==> src/design/smfr_pkg.sv <==
// ----------------------------------------------------------------------------
// smfr_pkg: shared constants for the sliding median frame rate block
// Field widths, window default and the fixed-point rate numerator.
// ----------------------------------------------------------------------------
package smfr_pkg;

  localparam int NS_W           = 32;  // elapsed interval width
  localparam int RATE_W         = 24;  // Q16.8 rate width
  localparam int WINDOW_DEFAULT = 30;  // rates held in the window
  localparam int GROUP_SIZE     = 8;   // cells per first-level count group
  localparam int GROUP_CNT_W    = 4;   // holds 0..GROUP_SIZE

  // 1e9 ns per second times 256 for the Q16.8 scale
  localparam logic [37:0] RATE_NUM = 38'd256000000000;

  // Upper bits of the numerator: any interval at or below this value gives a
  // quotient of 2^RATE_W or more and so saturates.
  localparam logic [37-RATE_W:0] RATE_NUM_HI = RATE_NUM[37:RATE_W];
  localparam logic [RATE_W-1:0]  RATE_NUM_LO = RATE_NUM[RATE_W-1:0];
  localparam logic [RATE_W-1:0]  RATE_MAX    = '1;

endpackage

==> src/design/sliding_median_frame_rate.sv <==
// ----------------------------------------------------------------------------
// sliding_median_frame_rate: median frame rate over a sliding window
// Turns frame intervals into Q16.8 rates and reports the window median.
// ----------------------------------------------------------------------------
// Usage
//   Sample channel: sample_valid / sample_stall carry elapsed_ns, the time
//   in nanoseconds since the previous frame. A transfer happens when valid is
//   high and stall is low. A zero interval is taken and dropped: no result,
//   no change to the window, and the next sample may follow at once.
//   Median channel: median_valid / median_stall carry median_rate, the median
//   of the last WINDOW rates in unsigned Q16.8, saturated to 24 bits.
// Sequence
//   Each non-zero sample goes through bit-serial restoring division (skipped
//   when the rate saturates), a write of the window, radix selection (per
//   rate bit, one step for the grouped zero counts and one to settle the bit)
//   and a load of the output register. The next sample may be taken as soon
//   as median_valid rises.
// Reset and stall
//   rst (synchronous) empties the window and drops any pending result.
//   The result sits in an output register; a new sample may be taken while
//   it waits, and that sample holds in its final step until the register is
//   free.
// ----------------------------------------------------------------------------
module sliding_median_frame_rate import smfr_pkg::*; #(
  parameter int WINDOW = WINDOW_DEFAULT
) (
  input  logic              clk,
  input  logic              rst,
  input  logic              sample_valid,
  output logic              sample_stall,
  input  logic [NS_W-1:0]   elapsed_ns,
  output logic              median_valid,
  input  logic              median_stall,
  output logic [RATE_W-1:0] median_rate
);

  localparam int CW     = $clog2(WINDOW + 1);            // count of entries
  localparam int SW     = (WINDOW > 1) ? $clog2(WINDOW) : 1;  // slot index
  localparam int GROUPS = (WINDOW + GROUP_SIZE - 1) / GROUP_SIZE;
  localparam int STEP_W = $clog2(RATE_W);

  typedef enum logic [2:0] {
    S_IDLE,
    S_DIV,
    S_INS,
    S_CNT,
    S_SEL,
    S_DONE
  } state_t;

  state_t state;

  // window cells, rotated left one bit per selection step so the bit under
  // test always sits in the MSB
  logic [RATE_W-1:0] cells [WINDOW];
  logic [WINDOW-1:0] alive;   // cells still matching the median prefix
  logic [CW-1:0]     fill;
  logic [SW-1:0]     oldest;
  logic [CW-1:0]     rank;    // remaining rank among alive cells

  // divider
  logic [NS_W-1:0]   divisor;
  logic [NS_W-1:0]   rem;
  logic [RATE_W-1:0] num_lo;
  logic [RATE_W-1:0] quot;
  logic [STEP_W-1:0] step;

  logic [RATE_W-1:0]      med;
  logic [GROUP_CNT_W-1:0] grp [GROUPS];

  // divider step
  logic [NS_W:0]   trial;
  logic            trial_ge;
  logic [NS_W:0]   trial_diff;
  logic [NS_W-1:0] rem_next;

  always_comb begin
    trial      = {rem, num_lo[RATE_W-1]};
    trial_ge   = (trial >= {1'b0, divisor});
    trial_diff = trial - {1'b0, divisor};
    rem_next   = trial_ge ? trial_diff[NS_W-1:0] : trial[NS_W-1:0];
  end

  // zero bits among alive cells, per group
  logic [WINDOW-1:0]      zero_bits;
  logic [GROUP_CNT_W-1:0] grp_next [GROUPS];

  always_comb begin
    for (int i = 0; i < WINDOW; i++) begin
      zero_bits[i] = alive[i] & ~cells[i][RATE_W-1];
    end
    for (int g = 0; g < GROUPS; g++) begin
      grp_next[g] = '0;
      for (int e = 0; e < GROUP_SIZE; e++) begin
        if (g * GROUP_SIZE + e < WINDOW) begin
          grp_next[g] = grp_next[g] + GROUP_CNT_W'(zero_bits[g * GROUP_SIZE + e]);
        end
      end
    end
  end

  // total zeros among alive cells from the registered group counts
  logic [CW-1:0] zero_sum;

  always_comb begin
    zero_sum = '0;
    for (int g = 0; g < GROUPS; g++) begin
      zero_sum = zero_sum + CW'(grp[g]);
    end
  end

  // window bookkeeping for the insert step
  logic          win_full;
  logic [SW-1:0] slot;
  logic [CW-1:0] count_new;

  always_comb begin
    win_full  = (fill == CW'(WINDOW));
    slot      = win_full ? oldest : fill[SW-1:0];
    count_new = win_full ? fill : fill + CW'(1);
  end

  logic bit_zero;
  assign bit_zero = (rank < zero_sum);

  logic sample_xfer;
  assign sample_xfer  = sample_valid && !sample_stall;
  assign sample_stall = (state != S_IDLE);

  always_ff @(posedge clk) begin
    if (rst) begin
      state        <= S_IDLE;
      fill         <= '0;
      oldest       <= '0;
      median_valid <= 1'b0;
    end else begin
      // release the output register once its transfer completes, unless
      // the done step reloads it in this cycle
      if (median_valid && !median_stall && (state != S_DONE)) begin
        median_valid <= 1'b0;
      end

      case (state)
        S_IDLE: begin
          if (sample_xfer && (elapsed_ns != '0)) begin
            divisor <= elapsed_ns;
            rem     <= NS_W'(RATE_NUM_HI);
            num_lo  <= RATE_NUM_LO;
            step    <= '0;
            if (elapsed_ns <= NS_W'(RATE_NUM_HI)) begin
              // fast frame: saturate and skip the division
              quot  <= RATE_MAX;
              state <= S_INS;
            end else begin
              state <= S_DIV;
            end
          end
        end

        S_DIV: begin
          rem    <= rem_next;
          num_lo <= {num_lo[RATE_W-2:0], 1'b0};
          quot   <= {quot[RATE_W-2:0], trial_ge};
          if (step == STEP_W'(RATE_W - 1)) begin
            state <= S_INS;
          end else begin
            step <= step + STEP_W'(1);
          end
        end

        S_INS: begin
          cells[slot] <= quot;
          fill        <= count_new;
          if (win_full) begin
            oldest <= (oldest == SW'(WINDOW - 1)) ? '0 : oldest + SW'(1);
          end
          for (int i = 0; i < WINDOW; i++) begin
            alive[i] <= (CW'(i) < count_new);
          end
          rank  <= count_new >> 1;
          step  <= '0;
          state <= S_CNT;
        end

        S_CNT: begin
          for (int g = 0; g < GROUPS; g++) begin
            grp[g] <= grp_next[g];
          end
          state <= S_SEL;
        end

        S_SEL: begin
          // settle one median bit, narrow the candidates, rotate the cells
          med <= {med[RATE_W-2:0], ~bit_zero};
          if (!bit_zero) begin
            rank <= rank - zero_sum;
          end
          for (int i = 0; i < WINDOW; i++) begin
            alive[i] <= alive[i] & (cells[i][RATE_W-1] ^ bit_zero);
            cells[i] <= {cells[i][RATE_W-2:0], cells[i][RATE_W-1]};
          end
          if (step == STEP_W'(RATE_W - 1)) begin
            state <= S_DONE;
          end else begin
            step  <= step + STEP_W'(1);
            state <= S_CNT;
          end
        end

        S_DONE: begin
          // hold until the output register is free
          if (!median_valid || !median_stall) begin
            median_rate  <= med;
            median_valid <= 1'b1;
            state        <= S_IDLE;
          end
        end

        default: state <= S_IDLE;
      endcase
    end
  end

  // a result only appears after the selection has finished
  a_result_from_done: assert property (@(posedge clk) disable iff (rst)
    $rose(median_valid) |-> $past(state == S_DONE))
    else $error("median result raised outside the done step");

  // a zero interval leaves the window untouched
  a_zero_no_change: assert property (@(posedge clk) disable iff (rst)
    (sample_xfer && (elapsed_ns == '0)) |=> ($stable(fill) && $stable(oldest)))
    else $error("zero interval changed the window");

  // the rank search never runs out of candidates
  a_alive_nonempty: assert property (@(posedge clk) disable iff (rst)
    (state == S_SEL) |-> (alive != '0))
    else $error("median selection lost every candidate");

  // the window never holds more than its depth
  a_fill_bound: assert property (@(posedge clk) disable iff (rst)
    (state == S_INS) |=> (fill <= CW'(WINDOW)) && (fill != '0))
    else $error("window fill count out of range");

endmodule

==> config.mk <==
export PLATFORM = sky130hd
export DESIGN_NAME = sliding_median_frame_rate
export DESIGN_NICKNAME = d
export VERILOG_FILES = /design/src/design/smfr_pkg.sv /design/src/design/sliding_median_frame_rate.sv
export SDC_FILE = /design/constraint.sdc
export NUM_CORES = 2
export LEC_CHECK = 0
export ABC_CLOCK_PERIOD_IN_PS = 5400
export BUFFER_PORTS_ARGS = -buffer_cell sky130_fd_sc_hd__buf_2
export CAP_MARGIN = 20
export CELL_PAD_IN_SITES_DETAIL_PLACEMENT = 1
export CELL_PAD_IN_SITES_GLOBAL_PLACEMENT = 1
export CORE_ASPECT_RATIO = 0.6
export CORE_MARGIN = 10
export CORE_UTILIZATION = 51
export CTS_CLUSTER_DIAMETER = 60
export DETAILED_ROUTE_END_ITERATION = 8
export PLACE_DENSITY = 0.89
export SYNTH_ARGS = -nofsm -noshare
export SYNTH_HDL_FRONTEND = slang
export SYNTH_SLANG_ARGS = --single-unit
==> constraint.sdc <==
create_clock -name clk -period 5.4 [get_ports clk]
set_input_delay 0.27 -clock clk [delete_from_list [all_inputs] [get_ports clk]]
set_output_delay 0.27 -clock clk [all_outputs]
set_load 0.02 [all_outputs]
# Word-level counts from Yosys, hierarchy flattened
# Memory sizes are Yosys's and may differ from the RTL's.
# Cells that the tools add are included.
# totals
input_bits,36
memories,2
regBits,214
out_inout_bits,26
wordCells,283
ram_bits,736
# op_classes
n_eq_ne,15
n_bitwise,122
n_mux,38
add_sub_neg,34
magnitude_cmp,33
n_reduce_logical,26
# memory_table
memory,words,word_bits,read_ports,rd_clocked_by_memory_dff,write_ports,line,text
cells,30,24,30,0,30,sliding_median_frame_rate.sv:55,logic [RATE_W-1:0] cells [WINDOW];
grp,4,4,4,0,4,sliding_median_frame_rate.sv:69,logic [GROUP_CNT_W-1:0] grp [GROUPS];
# op_table
operator,count
two-way mux 24 bit,4
case mux 24 bit (2 select lines),2
less-than comparator 5 bit (first input constant),14
two-way mux 32 bit,2
case mux 32 bit (2 select lines),1
AND 1 bit,60
case mux 30 bit (2 select lines),1
adder 4 x 1 -> 4 bit,14
less-than comparator 4 x 5 -> 1 bit (first input constant),8
two-way mux 5 bit,7
greater-or-equal comparator 33 x 32 -> 1 bit,1
less-or-equal comparator 32 x 14 -> 1 bit (second input constant),1
NOT 1 bit,32
nonzero test 32 bit,1
subtractor 32 bit,1
bitwise XOR 1 bit,30
OR reduction 24 bit,1
less-than comparator 3 x 5 -> 1 bit (first input constant),4
case mux 3 bit (6 select lines),1
adder 3 x 1 -> 4 bit,4
adder 5 x 1 -> 5 bit (second input constant),3
equality test 5 bit (second input constant),3
case mux 5 bit (3 select lines),1
AND reduction 3 bit,5
other kinds (26),67

# Logic depth before layout (Yosys ltp)
# An unclocked memory read counts as a cell.
# logic_depth
ltp_word,10
depth_mapped,17
mapped_depth_nobuf,15

# Worst setup path after synthesis
# OpenSTA, ideal clock, no wires.
# synth_timing
kind,flip-flop to flip-flop
startpoint,reg state[1]
endpoint,"reg num_lo[17], enable pin"
t_required_ps,4916
setup_time_ps,484
n_path_buf,1
arrival_ps,3586
setup_slack_ps,1330
stages_incl_launch_ff,5
synth_period_minus_slack_ps,4070
path_cell_list,dfxtp_1 > clkbuf_1 > nor3_1 > a21o_1 > nor3_1
# synth_between
elab_chain_len,6
elab_cells_between_ends,9
cone_classes,eq/ne: 2; reduce/logical: 7
# synth_lines
item,line,text
start: declaration,sliding_median_frame_rate.sv:51,state_t state;
start signal: assignment,sliding_median_frame_rate.sv:132,state <= S_IDLE;
start signal: assignment,sliding_median_frame_rate.sv:153,state <= S_INS;
start signal: assignment,sliding_median_frame_rate.sv:155,state <= S_DIV;
nonzero test 3 bit,sliding_median_frame_rate.sv:128,assign sample_stall = (state != S_IDLE);
zero test 1 bit,sliding_median_frame_rate.sv:127,assign sample_xfer = sample_valid && !sample_stall;
logical AND 1 bit,sliding_median_frame_rate.sv:127,
logical AND 1 bit,sliding_median_frame_rate.sv:145,if (sample_xfer && (elapsed_ns != '0)) begin
!= test 2 bit (no line),-,
AND reduction 3 bit (no line) *,-,
end signal: assignment,sliding_median_frame_rate.sv:162,"num_lo <= {num_lo[RATE_W-2:0], 1'b0};"
end: declaration,sliding_median_frame_rate.sv:64,logic [RATE_W-1:0] num_lo;
# Mark *: on every way between the ends. The rest lies on a longest branch, timed or not.
# A chain may end at the register's enable or synchronous reset.

==> summary.md <==
Synth
- **Cells after Synth** 3428
- **Post-Syn Area per Cell** 11.5 µm²
- **fraction of registers with async set/reset** 0%
- **number of library cell types mapped by synthesis** 63
- **proportion of synthesized chip area in sequential cells** 70.4%
- **predominant post-synthesis flop cell** sky130_fd_sc_hd__edfxtp_1
- **Mapped Nets** 3545
- **number of enable flip-flop cells after synthesis** 918
- **area share of the leading cell type in the synthesized netlist** 69.6%
- **count of yosys warnings during synthesis** 0
- **top cells by area in the synthesized netlist** sky130_fd_sc_hd__edfxtp_1, sky130_fd_sc_hd__nand2_1, sky130_fd_sc_hd__ha_1, sky130_fd_sc_hd__clkbuf_1, sky130_fd_sc_hd__fa_1
- **cell type with the largest total area after synthesis** sky130_fd_sc_hd__edfxtp_1
- **Seq cells post-synth** 932
- **cell area after synthesis** 39600 µm²

Drt
- **highest metal layer with signal wires** met5
- **via count** 27700
- **number of detailed-route iterations in the first pass** 5
- **Routed met3 length** 13200 µm
- **detailed-route DRC error count** 0
- **M1 wire length** 47800 µm
- **routed length on met2** 58100 µm
- **detailed-route vias per instance** 6.03
- **count of antenna-violating nets left after detailed routing** 0
- **total wire length after detailed routing** 125000 µm
- **DRT iter0 DRCs** 3689
- **routed len/inst** 27.3 µm

Critical path
- **endpoint of the most critical setup path** alive[5]$_DFFE_PP_
- **Critical Path, Cell by Cell** inv_1, fa_1, fa_1, inv_1, ha_1, fa_1, inv_1, ha_1, o21ai_0, nand2b_1, a21o_1, a21o_2, buf_4, xnor2_1, a21oi_1, a31oi_1
- **kind of end point of the critical path** flip-flop
- **data arrival time at the worst-slack endpoint** 5380 ps
- **worst reg-to-reg path cell count** 16
- **start point of the critical path** grp[2][1]$_DFFE_PP_
- **count of buffering cells on the critical path with inverters included** 4
- **CP startpoint kind** flip-flop
- **CP max stage cell** sky130_fd_sc_hd__fa_1
- **start-to-end type of the worst setup path** reg2reg
- **worst path required time** 5870 ps
- **stage delay of the slowest cell on the critical path** 530 ps
- **launch point of the worst reg-to-reg path** grp[2][1]$_DFFE_PP_
- **setup slack on the worst flop-to-flop path** 490 ps
- **depth of the critical timing path with buffers and inverters included** 16
- **Top delay family on crit path** adder cells
- **end of the worst register-to-register path** alive[5]$_DFFE_PP_
- **largest fanout on the critical path** 22

Layout
- **ratio of cells with drive above 1 in the final layout** 8.15%
- **multi-input logic area** 10800 µm²
- **P&R area growth vs syn** 11.3%
- **Reg area** 27800 µm²
- **final design utilization** 57.1%
- **cell area after layout** 44100 µm²
- **Filler cells** 7818
- **number of nets at the end of the flow** 3601

Timing
- **final number of hold-violating endpoints** 0
- **final setup violating endpoints** 0
- **total negative slack** 0 ps
- **transition time at the pin with the least slew margin** 1190 ps
- **highest clock frequency the design can meet** 204 MHz
- **setup repair after global routing missed its margin** no
- **worst setup skew after layout** 39.1 ps
- **post-route worst setup slack** 494 ps
- **Max-Slew Margin vs Limit** 20.6%
- **period utilisation layout** 90.9%
- **final slew viol count** 0
- **Final Critical Period** 4910 ps

Floorplan
- **placeable core region** 77200 µm²
- **Initial Utilization** 51.3%
- **horizontal extent of the die** 380 µm
- **standard-cell rows** 79
- **overall die area** 89500 µm²
- **total I/O pin count** 62
- **die extent in y** 236 µm

Global routing
- **maximum number of pins on one net before global-route repair** 211
- **GRT Residual Overflow** 0
- **global-route wire length before repair** 188000 µm
- **number of global-route vias before repair** 29200
- **initial antenna violation count** 4
- **combined global-route utilization of all metal layers** 27.5%

Pwr
- **leakage power of the design** 15.5 nW
- **Pwr Total** 14.4 mW
- **worst ir drop on vdd** 0.000227 V
- **power density relative to cell area** 327 nW/µm²

Place
- **number of port buffers** 61
- **Post-Place Cell Area** 41200 µm²
- **detailed placement HPWL** 72300 µm
- **global placement routability congestion** 0.881
- **Worst Setup Slack post-DPL** 1010 ps

Flow run
- **Max-Cap Viols** 0

Hold path
- **hold path depth** 2
- **path type of the worst min-delay path** in2reg

Outcome
- **status** complete, no violations

CTS
- **clock tree from TritonCTS** built
- **# H-tree levels** 3
- **clock sink total** 932
- **Worst-Skew Late Latency** 690 ps
- **# resized after CTS** 0
- **CTS max path bufs** 3
- **buffer cell driving the clock tree root** sky130_fd_sc_hd__clkbuf_16
- **Clk pin slew, worst setup/hold paths** 90 ps
- **number of buffers created by CTS** 82

## layout make-up
class                           count  area share [%]
Clock buffer                      113            5.14
Sequential cell                   932            63.2
Clock inverter                     32           0.477
Antenna cell                        1         0.00568
Tap cell                         1053            2.99
Timing Repair Buffer              165            2.91
Inverter                           93           0.809
Multi-Input combinational cell   2210            24.5
## cell usage after synthesis, types with 3 or more instances
cell type and count:
sky130_fd_sc_hd__o211ai_1 14, sky130_fd_sc_hd__nand2_1 1541, sky130_fd_sc_hd__a211oi_1 7, sky130_fd_sc_hd__o31a_1 4
sky130_fd_sc_hd__nor2b_1 26, sky130_fd_sc_hd__fa_1 24, sky130_fd_sc_hd__a31oi_1 8, sky130_fd_sc_hd__xnor2_1 51
sky130_fd_sc_hd__o21ai_0 87, sky130_fd_sc_hd__nor3_1 12, sky130_fd_sc_hd__a31o_2 4, sky130_fd_sc_hd__or3_1 4
sky130_fd_sc_hd__buf_6 4, sky130_fd_sc_hd__o21bai_1 3, sky130_fd_sc_hd__xor2_1 22, sky130_fd_sc_hd__or2_2 3
sky130_fd_sc_hd__and3_1 5, sky130_fd_sc_hd__o21a_1 5, sky130_fd_sc_hd__edfxtp_1 918, sky130_fd_sc_hd__ha_1 57
sky130_fd_sc_hd__clkbuf_1 177, sky130_fd_sc_hd__a21o_1 18, sky130_fd_sc_hd__mux2i_1 10, sky130_fd_sc_hd__and2_1 7
sky130_fd_sc_hd__nand3_1 30, sky130_fd_sc_hd__nand3b_1 3, sky130_fd_sc_hd__dfxtp_1 14, sky130_fd_sc_hd__nand2b_1 52
sky130_fd_sc_hd__nor4_1 8, sky130_fd_sc_hd__buf_1 7, sky130_fd_sc_hd__a32o_1 5, sky130_fd_sc_hd__nand4b_1 4
sky130_fd_sc_hd__inv_1 92, sky130_fd_sc_hd__nor2_1 84, sky130_fd_sc_hd__o21ai_1 5, sky130_fd_sc_hd__buf_2 4
sky130_fd_sc_hd__nand4_1 12, sky130_fd_sc_hd__a21oi_1 65
## kinds of logic (layout without fill, tap and decap cells)
kind of cell | count (synthesis) | in the layout | synth area share [%]
buffers and inverters | 286 | 403 | 2.81
adders and majority gates | 81 | 81 | 3.02
DFF | 932 | 932 | 70.4
xor gates and xnor gates | 73 | 73 | 1.62
AOI/OAI and AO/OA | 249 | 249 | 3.89
muxes | 10 | 10 | 0.253
and+or+nand+nor | 1797 | 1797 | 18.1
other | 0 | 1 | 0
## layer usage
metal	vias to the layer above	GRT usage (%)
met4	6	12.8
met3	454	6.70
li1	11700	-
met2	1668	43.3
met5	-	0.0544
met1	13900	35.8
## sequential cells by signal, summed over array words and instances, names as in the netlist, 5 cells and up
| signal | count |
|---|---|
| rem | 32 |
| num_lo | 7 |
| grp | 15 |
| oldest | 5 |
| quot | 24 |
| divisor | 32 |
| fill | 5 |
| step | 5 |
| cells | 720 |
| med | 24 |
| alive | 30 |
| rank | 5 |
| median_rate | 24 |
## layout by cell type (no fill, tap or decap), drive strengths merged, types with 5 or more instances in the layout
cell and instances:
a31oi 8, nand4 12, xor2 22, inv 95
o211ai 14, clkinv 25, and3 5, a32o 5
nor2 84, o21ai 92, nor4 8, dfxtp 14
and2 7, nand2b 52, edfxtp 918, nor2b 26
mux2i 10, buf 132, a21oi 67, fa 24
clkbuf 113, nand3 30, nor3 12, dlygate4sd3 33
ha 57, nand2 1541, a211oi 7, o21a 5
a21o 18, xnor2 51
## where the power goes
| group | leakage, nW | switching (mW) | internal (mW) |
|---|---|---|---|
| clock network | 1.20 | 2.81 | 3.03 |
| logic | 5.91 | 0.443 | 0.192 |
| registers | 8.34 | 0.0300 | 7.92 |
| total | 15.5 | 3.28 | 11.1 |
## metrics by stage
| step | hold slack, ps | instances |
|---|---|---|
| 3_5_place_dp | 407 | 4416 |
| 3_3_place_gp | 402 | 4411 |
| 2_1_floorplan | 369 | 3428 |
| 6_report | 74.6 | 4599 |
| 4_1_cts | 23.3 | 4594 |
| 5_1_grt | 43.0 | 4598 |
## timing repair
| item | CTS | global route |
|---|---|---|
| setup buffers | 0 | 0 |
| hold buffers | 33 | 0 |
| setup endpoints to repair | 0 | 0 |
| hold endpoints to repair | 33 | 0 |
## worst min-delay path by stage
| stage | endpoint | slack [ps] | from |
|---|---|---|---|
| final | state[2]$_SDFFE_PP0P_ | 70 | rst |
| after global routing | state[2]$_SDFFE_PP0P_ | 40 | rst |
| after CTS | state[0]$_SDFFE_PP0P_ | 20 | rst |
| after detailed placement | median_rate[23]$_DFFE_PP_ | 410 | med[23]$_DFFE_PP_ |
| after global placement | median_rate[23]$_DFFE_PP_ | 400 | med[23]$_DFFE_PP_ |
| after floorplan | divisor[0]$_DFFE_PP_ | 370 | elapsed_ns[0] |
No activity file was read; power rests on OpenSTA's default activity.
